<file path="src/sv/scfa_pkg.sv">
// ----------------------------------------------------------------------------
// scfa_pkg: shared definitions for the size class free list allocator
// Widths, request and status codes, controller types and the class lookup.
// ----------------------------------------------------------------------------
`default_nettype none

package scfa_pkg;

    localparam int HEAP_BYTES  = 65536;
    localparam int NUM_CLASSES = 10;
    localparam int ADDR_SPACE  = 65536;

    localparam int LEN_W    = 16;
    localparam int ADDR_W   = 16;
    localparam int STATUS_W = 2;
    localparam int CFG_W    = 17;
    localparam int SLOT_W   = 12;
    localparam int SLOT_DEPTH = 1 << SLOT_W;
    localparam int LINK_W   = SLOT_W + 1;
    localparam int TAG_W    = 4;
    localparam int CLS_W    = 4;
    localparam int NEED_W   = LEN_W + 1;
    localparam int MIN_CHUNK_LOG = 4;

    localparam int APB_DATA_W = 32;
    localparam int APB_ADDR_W = 3;

    // Largest chunk and the byte limit that the bump pointer can never pass.
    localparam logic [NEED_W-1:0] MAX_CHUNK = NEED_W'(16 << (NUM_CLASSES - 1));
    localparam int HEAP_CAP_I = (HEAP_BYTES < ADDR_SPACE) ? HEAP_BYTES : ADDR_SPACE;
    localparam logic [CFG_W-1:0] HEAP_CAP = CFG_W'(HEAP_CAP_I);
    localparam logic [CFG_W-1:0] HEAP_SIZE_RESET = CFG_W'(65536);

    // Register index of the configuration port.
    localparam logic REG_HEAP_SIZE = 1'b0;

    // Request kinds.
    localparam logic REQ_ALLOC = 1'b0;
    localparam logic REQ_FREE  = 1'b1;

    // Result status codes.
    localparam logic [STATUS_W-1:0] STATUS_OK        = 2'd0;
    localparam logic [STATUS_W-1:0] STATUS_TOO_LARGE = 2'd1;
    localparam logic [STATUS_W-1:0] STATUS_NO_SPACE  = 2'd2;

    typedef enum logic [1:0] {
        ST_IDLE = 2'b01,
        ST_EXEC = 2'b10
    } state_t;

    typedef struct packed {
        logic capture;
        logic execute;
    } ctrl_cmd_t;

    // Smallest class whose chunk holds need bytes; the top class if none does.
    function automatic logic [CLS_W-1:0] class_of(input logic [NEED_W-1:0] need);
        logic [CLS_W-1:0] cls;
        cls = CLS_W'(NUM_CLASSES - 1);
        for (int i = NUM_CLASSES - 1; i >= 0; i--)
        begin
            if (need <= (NEED_W'(16) << i))
            begin
                cls = CLS_W'(i);
            end
        end
        return cls;
    endfunction

endpackage

`default_nettype wire

</file>
<file path="src/sv/scfa_ctrl.sv">
// ----------------------------------------------------------------------------
// scfa_ctrl: request sequencer
// Accepts a request, runs its execute cycle and owns the result valid flag.
// ----------------------------------------------------------------------------
`default_nettype none

module scfa_ctrl (
    input  wire logic          clk,
    input  wire logic          rst_n,
    input  wire logic          in_valid,
    output logic               in_ready,
    output logic               out_valid,
    input  wire logic          out_ready,
    output scfa_pkg::ctrl_cmd_t cmd
);

    scfa_pkg::state_t state_reg, state_next;
    logic out_valid_reg, out_valid_next;

    // The result register is free for a new item once it is empty or drained.
    assign in_ready  = (state_reg == scfa_pkg::ST_IDLE) && (!out_valid_reg || out_ready);
    assign out_valid = out_valid_reg;

    always_comb
    begin
        state_next     = state_reg;
        out_valid_next = out_valid_reg && !out_ready;
        cmd            = '0;
        unique case (state_reg)
            scfa_pkg::ST_IDLE:
            begin
                if (in_valid && in_ready)
                begin
                    cmd.capture = 1'b1;
                    state_next  = scfa_pkg::ST_EXEC;
                end
            end
            scfa_pkg::ST_EXEC:
            begin
                cmd.execute    = 1'b1;
                out_valid_next = 1'b1;
                state_next     = scfa_pkg::ST_IDLE;
            end
            default:
            begin
                state_next = scfa_pkg::ST_IDLE;
            end
        endcase
    end

    always_ff @(posedge clk or negedge rst_n)
    begin
        if (!rst_n)
        begin
            state_reg     <= scfa_pkg::ST_IDLE;
            out_valid_reg <= 1'b0;
        end
        else
        begin
            state_reg     <= state_next;
            out_valid_reg <= out_valid_next;
        end
    end

endmodule

`default_nettype wire

</file>
<file path="config.mk">
export PLATFORM = sky130hd
export DESIGN_NAME = scfa_ctrl
export DESIGN_NICKNAME = d
export VERILOG_FILES = /design/src/sv/scfa_pkg.sv /design/src/sv/scfa_ctrl.sv
export SDC_FILE = /design/constraint.sdc
export NUM_CORES = 1
export LEC_CHECK = 0
export BUFFER_PORTS_ARGS = -buffer_cell sky130_fd_sc_hd__clkbuf_2
export CORE_AREA = 2 2 39 41
export DETAILED_ROUTE_END_ITERATION = 10
export DIE_AREA = 0 0 41 43
export HOLD_SLACK_MARGIN = 0.08
export PLACE_DENSITY_LB_ADDON = 0.2
export SLEW_MARGIN = 20
export SYNTH_ARGS = -nofsm -noshare
export SYNTH_HDL_FRONTEND = slang
export SYNTH_SLANG_ARGS = --single-unit
export TNS_END_PERCENT = 1
</file>
<file path="constraint.sdc">
create_clock -name clk -period 1.09 [get_ports clk]
set_input_delay 0 -clock clk [delete_from_list [all_inputs] [get_ports clk]]
set_output_delay 0 -clock clk [all_outputs]
set_load 0.05 [all_outputs]
</file>
==> implementation parameters <==
Parameter                              Value

Cells and area
  Area Overhead vs Synth    104%
  Count of nets after finishing    30
  Non-filler instance count after layout    41
  Final Core Density    between 20% and 30%
  Number of flip-flops in the largest register    2
  Diodes inserted    0
  Fillers    around 170
  Share of final-layout standard cells stronger than drive strength 1    64.0%

Drt
  Detailed router's first-iteration violation count    1
  Wire length per cell    ~8.8 µm
  Total via count after detailed routing    137
  Average via count per standard cell    3.34
  Routed WL    359 µm
  Antenna-violating nets left    0
  Number of design rule violations left after detail routing    0
  First-pass iteration count of the detailed router    2

Floorplan
  Height of the die    43 µm
  Core area    1380 µm²
  I/O pins    8
  Horizontal die dimension    41 µm
  Effective utilization at floorplan    about 10%
  Row cnt    14
  Die outline area    1760 µm²

STA
  Peak Freq    around 860 MHz
  Worst-case headroom to the max-slew limit    between 80% and 90%
  RSZ-0062 raised after global routing    yes
  Number of setup violations in the final report    2
  Worst clock skew    5.02 ps
  Final slew viol count    0
  Actual transition at the worst max-transition pin    between 200 and 300 ps
  Number of hold violations in the final report    0
  Minimum clock period after layout    about 1200 ps
  Portion of the clock cycle consumed by the worst path in the final layout    107%
  Final critical-path setup slack    -73.8 ps

Outcome
  Failing checks    negative setup slack
  Outcome    complete, but fails checks

Clock network
  CTS H-Tree Depth    1
  Clock root buffer    sky130_fd_sc_hd__clkbuf_4
  Number of buffers created by CTS    3
  Clock sink total    3
  CTS max path bufs    2
  TritonCTS clock tree    done
  Clock latency of the later-clocked register in the worst-skew pair    230 ps
  Clock transition at the registers of the reported paths    40 ps

Synthesis
  Share of synthesized area occupied by flip-flops and latches    56.0%
  Post-synthesis instance total    11
  Netlist area before placement    136 µm²
  Leading post-synthesis cells by cell area    sky130_fd_sc_hd__dfrtp_1, sky130_fd_sc_hd__dfstp_2, sky130_fd_sc_hd__nand2b_4
  Number of distinct library cells after synthesis    10
  Top cell type's share of synthesized area    between 30% and 40%
  Yosys top cell by area    sky130_fd_sc_hd__dfrtp_1
  Syn_nets    15
  Synth Warn #    0
  Count of state elements after synthesis    3
  Syn Area/Cell    12.4 µm²

Placed design
  # placed instances    34
  Number of buffer cells added on primary ports    7
  Setup Slack @ Placement    approximately 55 ps
  Final GP Congestion    0.616

Critical path
  Critical path data required time    1090 ps
  Worst Setup Path Type    flip-flop to primary output
  Number of buffers and inverters on the critical path    1
  Setup crit end kind    primary output
  CP peak stage delay    550 ps
  Critical-path top delay cell    sky130_fd_sc_hd__dfstp_2
  Arr. time, crit path    1160 ps
  Crit start category    flip-flop
  Cell family with most CP delay    flip-flops
  Crit Path Max Fanout    4
  Cells traversed along the worst timing path    and4_4 > clkbuf_16

Flow run
  # Max-Cap Violations    0

GRT
  Number of global-route vias before repair    142
  Pin count of the biggest net entering global routing    7
  First-pass GRT wire length    558 µm
  Antenna violations before repair    0
  Overall Global Routing Usage    between 5 and 6%
  Total overflow reported by the global router    0

Power and ir drop
  Static leakage power    0.134 nW
  Overall power after layout    0.578 mW
  Power density cells    2080 nW/µm²
  Peak ir drop on the vdd network    0.000525 V

Hold path
  Class of the tightest hold or removal check    input pin to flip-flop
cells by family after synthesis:
family | synth area share [%]
simple gates | 37.6
compound gates | 3.67
buf+inv | 2.75
flops | 56.0
metal layers:
| metal | up-vias | share of wire, % | global-route usage (%) |
|---|---|---|---|
| met1 | 60 | 49 | 6.45 |
| met4 | 0 | 0 | 6.00 |
| met2 | 8 | 36 | 4.69 |
| met3 | 0 | 15 | 6.28 |
| met5 | - | 0 | 0 |
| li1 | 69 | - | - |
worst min-delay path, cell delays in order:
cell	delay, ps
sky130_fd_sc_hd__clkbuf_2	80
sky130_fd_sc_hd__nand2b_4	130
sky130_fd_sc_hd__nand4_1	90
through the flow:
stage	cell area (µm²)	hold WS, ps	TNS [ps]
5_1_grt	278	84.3	-182
2_1_floorplan	139	-296	0
3_3_place_gp	194	-203	0
6_report	278	82.9	-113
4_1_cts	277	76.1	-132
3_5_place_dp	194	-198	0
cells in the mapped netlist (all sizes together):
| cell | instances |
|---|---|
| o21ai | 1 |
| dfstp | 1 |
| and4 | 2 |
| dfrtp | 2 |
| nor2 | 1 |
| and3 | 1 |
| inv | 1 |
| nand4 | 1 |
| nand2b | 1 |
what timing repair did:
| action | in CTS | in global routing |
|---|---|---|
| hold endpoints to repair | 5 | 0 |
| endpoints found under the setup margin | 3 | 3 |
| buffers inserted | 1 | 0 |
| pin swaps | 1 | 0 |
| hold buffers | 2 | 0 |
| gates resized for setup | 5 | 2 |
report_power, final:
part           internal [mW]  switching [mW]  leakage (nW)
clock network          0.137          0.0580        0.0150
registers              0.134          0.0138        0.0368
logic                  0.103           0.133        0.0823
cells in the final DEF, fill, tap and decap left out, drive strengths merged:
cell and instances:
clkbuf 9, and4 2, buf 3, o21ai 1, dlygate4sd3 2, dfstp 1
inv 1, nand2b 1, nor2 1, dfrtp 2, nand4 1, and3 1
path summary, 6_finish.rpt:
path                                 to  depth (start not counted)  slack (ps)         start
max in group asynchronous  state_reg[0]                          2         800         rst_n
setup / recovery                 cmd[1]                          2         -70  state_reg[0]
hold reg to reg            state_reg[0]                          2         530  state_reg[1]
min in group asynchronous     out_valid                          2          90         rst_n
hold / removal             state_reg[0]                          3          80     out_ready
setup reg to reg           state_reg[1]                          2         150  state_reg[0]
cell type report:
| type | instances | area (µm²) | share of cell area, % |
|---|---|---|---|
| timing repair buffer | 10 | 92.6 | 33.3 |
| tap | 16 | 20.0 | 7.21 |
| sequential | 3 | 76.3 | 27.5 |
| inverter | 1 | 3.75 | 1.35 |
| multi-input combinational | 7 | 58.8 | 21.2 |
| clock buffer | 4 | 26.3 | 9.46 |
Power figures use the tool's default switching activity.
